### config.mk
export PLATFORM = sky130hd
export DESIGN_NAME = neighbour_list_bitmap_encoder
export DESIGN_NICKNAME = d
export VERILOG_FILES = /design/src/sv/nlbe_pkg.sv /design/src/sv/nlbe_index_store.sv /design/src/sv/neighbour_list_bitmap_encoder.sv
export VERILOG_INCLUDE_DIRS = /design/src /design/src/sv
export SDC_FILE = /design/constraint.sdc
export NUM_CORES = 2
export LEC_CHECK = 0
export BUFFER_PORTS_ARGS = -buffer_cell sky130_fd_sc_hd__buf_2
export CORE_MARGIN = 2
export CORE_UTILIZATION = 63
export CTS_CLUSTER_DIAMETER = 50
export DETAILED_ROUTE_END_ITERATION = 8
export GPL_TIMING_DRIVEN = 0
export PLACE_DENSITY = 0.8
export REMOVE_ABC_BUFFERS = 1
export SETUP_SLACK_MARGIN = 0.1
export SYNTH_ARGS = -nofsm -noshare
export SYNTH_HDL_FRONTEND = slang
export SYNTH_SLANG_ARGS = --single-unit
### constraint.sdc
create_clock -name clk -period 5.5 [get_ports clk]
set_clock_uncertainty 0.1 [all_clocks]
set_input_delay 0 -clock clk [delete_from_list [all_inputs] [get_ports clk]]
set_output_delay 0 -clock clk [all_outputs]
set_load 0.01 [all_outputs]
### src/sv/neighbour_list_bitmap_encoder_assert.svh
// ----------------------------------------------------------------------------
// Assertion macros for the neighbour list bitmap encoder.
// Concurrent checks that compile away when NO_ASSERTIONS is set.
// ----------------------------------------------------------------------------
`ifndef NEIGHBOUR_LIST_BITMAP_ENCODER_ASSERT_SVH
`define NEIGHBOUR_LIST_BITMAP_ENCODER_ASSERT_SVH

`ifndef NO_ASSERTIONS

// Implication that must hold at every rising clock edge outside reset.
`define NLBE_ASSERT(lbl, clk, rst_n, prop, msg) \
	lbl: assert property (@(posedge clk) disable iff (!rst_n) prop) else $error(msg);

// Condition that must never be true outside reset.
`define NLBE_ASSERT_NEVER(lbl, clk, rst_n, cond, msg) \
	lbl: assert property (@(posedge clk) disable iff (!rst_n) !(cond)) else $error(msg);

`else

`define NLBE_ASSERT(lbl, clk, rst_n, prop, msg)
`define NLBE_ASSERT_NEVER(lbl, clk, rst_n, cond, msg)

`endif

`endif

### src/sv/nlbe_pkg.sv
// ----------------------------------------------------------------------------
// nlbe_pkg
// Shared constants, state codes and control types of the bitmap encoder.
// ----------------------------------------------------------------------------
package nlbe_pkg;

	localparam int NEIGHBOUR_COUNT_DEF = 16;
	localparam int MAX_ROW_BYTES_DEF   = 64;
	localparam int INDEX_WIDTH_DEF     = 32;

	localparam int BITS_PER_BYTE = 8;
	localparam int PORT_INDEX_W  = 32;
	localparam int ROW_BYTES_W   = 7;
	localparam int BYTE_POS_W    = 6;

	typedef enum logic [6:0] {
		ST_IDLE  = 7'b0000001,
		ST_SPAN  = 7'b0000010,
		ST_CLEAR = 7'b0000100,
		ST_RD    = 7'b0001000,
		ST_SUB   = 7'b0010000,
		ST_WR    = 7'b0100000,
		ST_EMIT  = 7'b1000000
	} nlbe_state_t;

	// Requests from the sequencer to the index store.
	typedef struct packed {
		logic load;
		logic clear;
		logic rd_en;
	} nlbe_store_ctrl_t;

endpackage

### src/sv/nlbe_index_store.sv
// ----------------------------------------------------------------------------
// nlbe_index_store
// Neighbour index buffer with entry count, running minimum and maximum.
// ----------------------------------------------------------------------------
module nlbe_index_store #(
	parameter int NEIGHBOUR_COUNT = nlbe_pkg::NEIGHBOUR_COUNT_DEF,
	parameter int INDEX_WIDTH     = nlbe_pkg::INDEX_WIDTH_DEF,
	localparam int AW = (NEIGHBOUR_COUNT > 1) ? $clog2(NEIGHBOUR_COUNT) : 1,
	localparam int CW = $clog2(NEIGHBOUR_COUNT + 1)
) (
	input  logic                       clk,
	input  logic                       arst_n,
	input  nlbe_pkg::nlbe_store_ctrl_t ctrl,
	input  logic [INDEX_WIDTH-1:0]     wr_index,
	input  logic [AW-1:0]              rd_addr,
	output logic [INDEX_WIDTH-1:0]     rd_data,
	output logic [CW-1:0]              count,
	output logic [INDEX_WIDTH-1:0]     min_index,
	output logic [INDEX_WIDTH-1:0]     max_index,
	output logic                       dropped
);
	import nlbe_pkg::*;

	logic [INDEX_WIDTH-1:0] buf_mem [NEIGHBOUR_COUNT];
	logic [INDEX_WIDTH-1:0] rd_data_q;
	logic [CW-1:0]          count_q;
	logic [INDEX_WIDTH-1:0] min_q;
	logic [INDEX_WIDTH-1:0] max_q;
	logic                   dropped_q;
	logic                   has_room;

	assign has_room = (count_q < CW'(NEIGHBOUR_COUNT));

	always_ff @(posedge clk) begin
		if (ctrl.load && has_room) begin
			buf_mem[count_q[AW-1:0]] <= wr_index;
		end
		if (ctrl.rd_en) begin
			rd_data_q <= buf_mem[rd_addr];
		end
	end

	always_ff @(posedge clk or negedge arst_n) begin
		if (!arst_n) begin
			count_q   <= '0;
			min_q     <= '1;
			max_q     <= '0;
			dropped_q <= 1'b0;
		end else if (ctrl.clear) begin
			count_q   <= '0;
			min_q     <= '1;
			max_q     <= '0;
			dropped_q <= 1'b0;
		end else if (ctrl.load) begin
			if (has_room) begin
				count_q <= count_q + CW'(1);
				if (wr_index < min_q) begin
					min_q <= wr_index;
				end
				if (wr_index > max_q) begin
					max_q <= wr_index;
				end
			end else begin
				dropped_q <= 1'b1;
			end
		end
	end

	assign rd_data   = rd_data_q;
	assign count     = count_q;
	assign min_index = min_q;
	assign max_index = max_q;
	assign dropped   = dropped_q;

endmodule

### src/sv/neighbour_list_bitmap_encoder.sv
// ----------------------------------------------------------------------------
// neighbour_list_bitmap_encoder
// Encodes one point's neighbour list as a bitmap relative to its minimum.
// ----------------------------------------------------------------------------
// Usage: a request is taken on a rising edge with start high and busy low; it
// carries one neighbour_index and last_neighbour. Unmarked requests only store
// their index and produce nothing. The marked request closes the row: busy
// rises and the block computes the span, clears the bitmap store, folds every
// stored index that falls within the row into it, then emits one result per byte.
// Results appear with result_strobe high for exactly one cycle each, one per
// cycle, in byte order; row_end marks the last byte. The receiver cannot hold
// results off, so there is no stall path.
// Steps after the marked request: the span step, the clear of every row byte,
// the fold of every stored entry (buffer read, subtract, bitmap
// read-modify-write through the single shared subtractor), then the emit of
// every row byte. Each result is registered and shows in the cycle after its
// emit step, and the next request can be taken once the last emit step has
// returned the sequencer to idle.
// Reset (arst_n low) empties the index buffer count, restores the minimum to
// all ones and the maximum to zero, and returns the sequencer to idle. The
// bitmap store needs no reset since every row clears the bytes it uses.
// ----------------------------------------------------------------------------
`include "neighbour_list_bitmap_encoder_assert.svh"

module neighbour_list_bitmap_encoder #(
	parameter int NEIGHBOUR_COUNT = nlbe_pkg::NEIGHBOUR_COUNT_DEF,
	parameter int MAX_ROW_BYTES   = nlbe_pkg::MAX_ROW_BYTES_DEF,
	parameter int INDEX_WIDTH     = nlbe_pkg::INDEX_WIDTH_DEF
) (
	input  logic                               clk,
	input  logic                               arst_n,
	input  logic                               start,
	output logic                               busy,
	input  logic [nlbe_pkg::PORT_INDEX_W-1:0]  neighbour_index,
	input  logic                               last_neighbour,
	output logic                               result_strobe,
	output logic [nlbe_pkg::PORT_INDEX_W-1:0]  row_offset,
	output logic [nlbe_pkg::ROW_BYTES_W-1:0]   row_length,
	output logic [nlbe_pkg::BYTE_POS_W-1:0]    byte_position,
	output logic [nlbe_pkg::BITS_PER_BYTE-1:0] bitmap_byte,
	output logic                               row_end,
	output logic                               overflow
);
	import nlbe_pkg::*;

	// Indices are masked to the narrower of the port and the configured width.
	localparam int EW = (INDEX_WIDTH < PORT_INDEX_W) ? INDEX_WIDTH : PORT_INDEX_W;
	localparam int AW = (NEIGHBOUR_COUNT > 1) ? $clog2(NEIGHBOUR_COUNT) : 1;
	localparam int CW = $clog2(NEIGHBOUR_COUNT + 1);
	localparam int BW = (MAX_ROW_BYTES > 1) ? $clog2(MAX_ROW_BYTES) : 1;
	localparam int SW = $clog2(BITS_PER_BYTE);

	nlbe_state_t state_q;

	nlbe_store_ctrl_t store_ctrl;
	logic [EW-1:0]    buf_rdata;
	logic [CW-1:0]    entry_count;
	logic [EW-1:0]    run_min;
	logic [EW-1:0]    run_max;
	logic             dropped;

	logic             accept;
	logic             row_last;

	// Shared subtractor: the span in the span step, each offset in the fold.
	logic [EW-1:0]    sub_a;
	logic [EW-1:0]    diff;
	logic [EW-1:0]    diff_byte;
	logic             span_cap;

	logic [CW-1:0]            ent_q;
	logic [BW-1:0]            pos_q;
	logic [ROW_BYTES_W-1:0]   nbytes_q;
	logic                     ovf_q;
	logic [PORT_INDEX_W-1:0]  offset_q;
	logic                     hit_q;
	logic [BW-1:0]            waddr_q;
	logic [SW-1:0]            bit_q;
	logic                     pos_last;
	logic                     ent_last;

	// Bitmap store, one byte per row position.
	logic [BITS_PER_BYTE-1:0] bm_mem [MAX_ROW_BYTES];
	logic [BITS_PER_BYTE-1:0] bm_rdata_q;
	logic                     bm_we;
	logic [BW-1:0]            bm_waddr;
	logic [BITS_PER_BYTE-1:0] bm_wdata;
	logic                     bm_re;
	logic [BW-1:0]            bm_raddr;

	// Output stage.
	logic          emit_s1;
	logic          end_s1;
	logic [BW-1:0] pos_s1;

	assign accept   = start && (state_q == ST_IDLE);
	assign busy     = (state_q != ST_IDLE);
	assign pos_last = (ROW_BYTES_W'(pos_q) == nbytes_q - ROW_BYTES_W'(1));
	assign ent_last = (ent_q == entry_count - CW'(1));
	assign row_last = (state_q == ST_EMIT) && pos_last;

	assign store_ctrl.load  = accept;
	assign store_ctrl.clear = row_last;
	assign store_ctrl.rd_en = (state_q == ST_RD);

	nlbe_index_store #(
		.NEIGHBOUR_COUNT (NEIGHBOUR_COUNT),
		.INDEX_WIDTH     (EW)
	) u_store (
		.clk       (clk),
		.arst_n    (arst_n),
		.ctrl      (store_ctrl),
		.wr_index  (neighbour_index[EW-1:0]),
		.rd_addr   (ent_q[AW-1:0]),
		.rd_data   (buf_rdata),
		.count     (entry_count),
		.min_index (run_min),
		.max_index (run_max),
		.dropped   (dropped)
	);

	assign sub_a     = (state_q == ST_SPAN) ? run_max : buf_rdata;
	assign diff      = sub_a - run_min;
	assign diff_byte = diff >> SW;
	assign span_cap  = (diff_byte >= EW'(MAX_ROW_BYTES));

	always_comb begin
		bm_we    = 1'b0;
		bm_waddr = pos_q;
		bm_wdata = '0;
		bm_re    = 1'b0;
		bm_raddr = pos_q;
		unique case (state_q)
			ST_CLEAR: begin
				bm_we = 1'b1;
			end
			ST_SUB: begin
				bm_re    = 1'b1;
				bm_raddr = diff_byte[BW-1:0];
			end
			ST_WR: begin
				bm_we    = hit_q;
				bm_waddr = waddr_q;
				bm_wdata = bm_rdata_q | (BITS_PER_BYTE'(1) << bit_q);
			end
			ST_EMIT: begin
				bm_re = 1'b1;
			end
			default: begin
			end
		endcase
	end

	always_ff @(posedge clk) begin
		if (bm_we) begin
			bm_mem[bm_waddr] <= bm_wdata;
		end
		if (bm_re) begin
			bm_rdata_q <= bm_mem[bm_raddr];
		end
	end

	// Sequencer.
	always_ff @(posedge clk or negedge arst_n) begin
		if (!arst_n) begin
			state_q <= ST_IDLE;
			ent_q   <= '0;
			pos_q   <= '0;
		end else begin
			unique case (state_q)
				ST_IDLE: begin
					if (accept && last_neighbour) begin
						state_q <= ST_SPAN;
					end
				end
				ST_SPAN: begin
					pos_q   <= '0;
					state_q <= ST_CLEAR;
				end
				ST_CLEAR: begin
					if (pos_last) begin
						ent_q   <= '0;
						state_q <= ST_RD;
					end else begin
						pos_q <= pos_q + BW'(1);
					end
				end
				ST_RD: begin
					state_q <= ST_SUB;
				end
				ST_SUB: begin
					state_q <= ST_WR;
				end
				ST_WR: begin
					if (ent_last) begin
						pos_q   <= '0;
						state_q <= ST_EMIT;
					end else begin
						ent_q   <= ent_q + CW'(1);
						state_q <= ST_RD;
					end
				end
				ST_EMIT: begin
					if (pos_last) begin
						state_q <= ST_IDLE;
					end else begin
						pos_q <= pos_q + BW'(1);
					end
				end
				default: begin
					state_q <= ST_IDLE;
				end
			endcase
		end
	end

	// Row-wide values are latched in the span step so that the next row can
	// start loading while the final byte is still on the result ports.
	always_ff @(posedge clk) begin
		if (state_q == ST_SPAN) begin
			offset_q <= PORT_INDEX_W'(run_min);
			ovf_q    <= dropped | span_cap;
			nbytes_q <= span_cap ? ROW_BYTES_W'(MAX_ROW_BYTES)
			                     : ROW_BYTES_W'(diff_byte) + ROW_BYTES_W'(1);
		end
		if (state_q == ST_SUB) begin
			hit_q   <= (diff_byte < EW'(nbytes_q));
			waddr_q <= diff_byte[BW-1:0];
			bit_q   <= diff[SW-1:0];
		end
		if (state_q == ST_EMIT) begin
			pos_s1 <= pos_q;
		end
	end

	always_ff @(posedge clk or negedge arst_n) begin
		if (!arst_n) begin
			emit_s1 <= 1'b0;
			end_s1  <= 1'b0;
		end else begin
			emit_s1 <= (state_q == ST_EMIT);
			end_s1  <= row_last;
		end
	end

	assign result_strobe = emit_s1;
	assign row_offset    = offset_q;
	assign row_length    = nbytes_q;
	assign byte_position = BYTE_POS_W'(pos_s1);
	assign bitmap_byte   = bm_rdata_q;
	assign row_end       = end_s1;
	assign overflow      = ovf_q;

	`NLBE_ASSERT(a_strobe_from_emit, clk, arst_n, result_strobe |-> $past(state_q == ST_EMIT), "result strobe without an emit cycle")
	`NLBE_ASSERT(a_row_end_strobed, clk, arst_n, row_end |-> result_strobe, "row end outside a result")
	`NLBE_ASSERT(a_pos_in_row, clk, arst_n, result_strobe |-> (ROW_BYTES_W'(byte_position) < row_length), "byte position beyond row length")
	`NLBE_ASSERT(a_last_starts_row, clk, arst_n, (start && !busy && last_neighbour) |=> (state_q == ST_SPAN), "marked request did not close the row")
	`NLBE_ASSERT_NEVER(a_count_bound, clk, arst_n, entry_count > CW'(NEIGHBOUR_COUNT), "entry count above buffer depth")

endmodule
==> metrics.txt <==
GRT Overall Usage=approximately a third; Critical Path RT=just under 6000 ps; crit-path cells=or3_1 > nor3_2 > nand3b_1 > buf_8 > nand2_1 > o21ai_0 > ha_1 > nand2_1 > o2111ai_4 > nand2_1 > xnor2_1 > mux2i_1 > nor2_2 > o41ai_2 > nand4_1; Worst path top cell family by delay=simple AND/OR/NAND/NOR gates; area delta synth->final=15.10%; Die ar.=0.08321 sq mm; antenna viol nets, final=0; WS Path Type=flop to flop; total power=around 26 mW; Synth Area per Inst=approximately 15 sq um; EDFF count, synth=~1,100; prevailing post-synth register cell=edfxtp_1; routed len/inst=roughly 30 um; MaxCap Viol Count=0; library cells used by synthesis=84; Final Hold Viols=0; Inserted Clock Buffers=~120; endpoints failing setup=0; dominant cells by area after synthesis=edfxtp_1 (66%), mux4_2 (7.1%), nand2_1 (3.1%), a21oi_1 (3.1%), dfrtp_1 (2.8%); Initial Utilization=between 60% and 70%; worst-margin pin slew=~1400 ps; Worst path most repeated cell=nand2_1; Yosys warnings=0; row cnt=~100; CTS tree=yes; RSZ-0062 raised after global routing=false; most common cell after layout, fill and taps aside=edfxtp_1; NumNets Final=between 3,000 and 4,000; Final HPWL DP=around 82,000 um; register bit total from synthesis=approximately 1,200; Final Max Slew Viols=0; Lkg Pwr=20.42 nW; initial antenna violation count=4; FILL cells=around 4,500; post-synthesis sequential area ratio=a little over two thirds; Final Cell Area=roughly 0.059 sq mm; worst path bufs/invs=1; Synth area leader=edfxtp_1; final setup margin=between 70 and 80 ps; root buffer cell=clkbuf_16; via/cell ratio=roughly 7; CP max-delay cell=xnor2_1; dpl ws=-1801 ps; final cell count without fillers=~4,700; critical path endpoint category=flop; worst-case clock buffer depth=3; largest net degree at the start of global routing=96; min Tclk post-route=between 5000 and 6000 ps; top cell type's share of synthesized area=approximately 66%; Vias=between 30,000 and 40,000; max_slew headroom=under 10%; TNS Setup=0 ps; DRC Markers=0; number of port buffers=a little over 90; core outline area=0.08029 sq mm; WHS=7.578 ps; Clock Sinks=approximately 1,200; number of global-route vias before repair=~33,000; CP startpoint kind=flop; fin crit share=98.71%; FFs w/ async S/R, synth=roughly 7.4%; CP arrival=between 5000 and 6000 ps; Die Y=288.5 um; GPL Wtd Cong=between 0.9 and 1; Fmax achieved=about 180 MHz; share of layout cells above drive strength 1=18.76%; Hold Crit Class=primary input to asynchronous set/reset pin; clk_lat worst skew=just over 700 ps; placed instance area=between 0.05 and 0.06 sq mm; Mapped Cells=3,348; first-pass GRT wire length=200,600 um; Chip Width=between 200 and 300 um; power per cell area=~450 mW/mm^2; Inst Count DP=about 4,400; CTS H-tree depth=3; status=finished, final reports clean; Reg clk slew, reported paths=around 70 ps; Worst Path Max Fanout=17; total congestion overflow=0; Iteration-0 DRC Markers=4,497; synthesized area=0.05098 sq mm; IO Pins=slightly above 90; maximum VDD drop=between 300 and 400 uV; WL final=~140,000 um; DRT Pass-1 Iters=6; post-layout util=73.08%; commonest non-fill, non-tap cells in the layout=edfxtp_1 (1,120), nand2_1 (418), a21oi_1 (309); Largest stage delay, worst path=850 ps
==> report_power, final <==
part | total [mW] | switching [mW] | internal (mW)
Clock | 8.09 | 3.47 | 4.61
Sequential | 10.9 | 0.348 | 10.6
Combinational | 7.10 | 4.66 | 2.44
==> layer usage <==
metal	vias up	part of all wire (%)	GRT usage [%]
met5	-	0.0094	0
met2	2251	50	54.56
met1	16187	34	40.68
met4	2	5.8	17.37
li1	13390	-	-
met3	535	11	7.117
==> worst paths after layout <==
| path | startpoint | end | slack [ps] | cells after the start |
|---|---|---|---|---|
| min in group clk | neighbour_index[0] | u_store.buf_mem[10][0] | 170 | 2 |
| hold reg to reg | u_store.min_index[12] | u_store.min_index[12] | 430 | 2 |
| setup reg to reg | state_q[2] | bitmap_byte[0] | 70 | 15 |
| max in group asynchronous | arst_n | state_q[0] | 4940 | 3 |
| setup / recovery | state_q[2] | bitmap_byte[0] | 70 | 15 |
| hold / removal | arst_n | u_store.min_index[21] | 8 | 2 |
==> sequential cells by signal (all words and copies together), names as in the netlist, 8 cells and up <==
register,flops
bm_mem,512
row_offset,32
u_store.min_index,32
u_store.max_index,32
u_store.buf_mem,512
bitmap_byte,8
u_store.rd_data,32
==> synth_stat cells (all sizes together), types with 14 or more instances <==
master	number
dfstp	33
o41ai	33
edfxtp	1120
ha	108
a21o	22
and2	18
nor2	138
xnor2	24
buf	68
a221oi	131
a21oi	316
dfrtp	57
o21ai	85
inv	142
clkbuf	118
mux4	160
nand3	24
nand4	33
xor2	14
nor3	34
mux2i	40
nand2	420
a31oi	17
o211ai	42
==> logic make-up after synthesis <==
family	Yosys count	synth area share, %
flops	1210	70.48
simple gates	740	6.421
compound gates	720	9.194
buf+inv	329	2.668
mux	202	7.898
fa+ha+maj	109	2.690
xor+xnor	38	0.6529
==> repair_timing <==
action | CTS | global route
pin swaps | 11 | 15
endpoints found under the hold margin | 671 | 0
gates resized for setup | 38 | 36
hold buffers | 37 | 0
endpoints found under the setup margin | 17 | 14
setup buffers | 13 | 13
cloned | 4 | 2
==> layout make-up <==
class                      count  area [sq um]  area share (%)
timing repair buffer         226          2566           4.374
clock inverter                64         695.7           1.186
clock buffer                 151          3148           5.365
sequential                  1210         35940           61.25
inverter                     143         536.8          0.9148
antenna                        2         5.005        0.008530
multi-input combinational   1815         14460           24.64
tap                         1060          1326           2.260
Power figures use the tool's default switching activity.
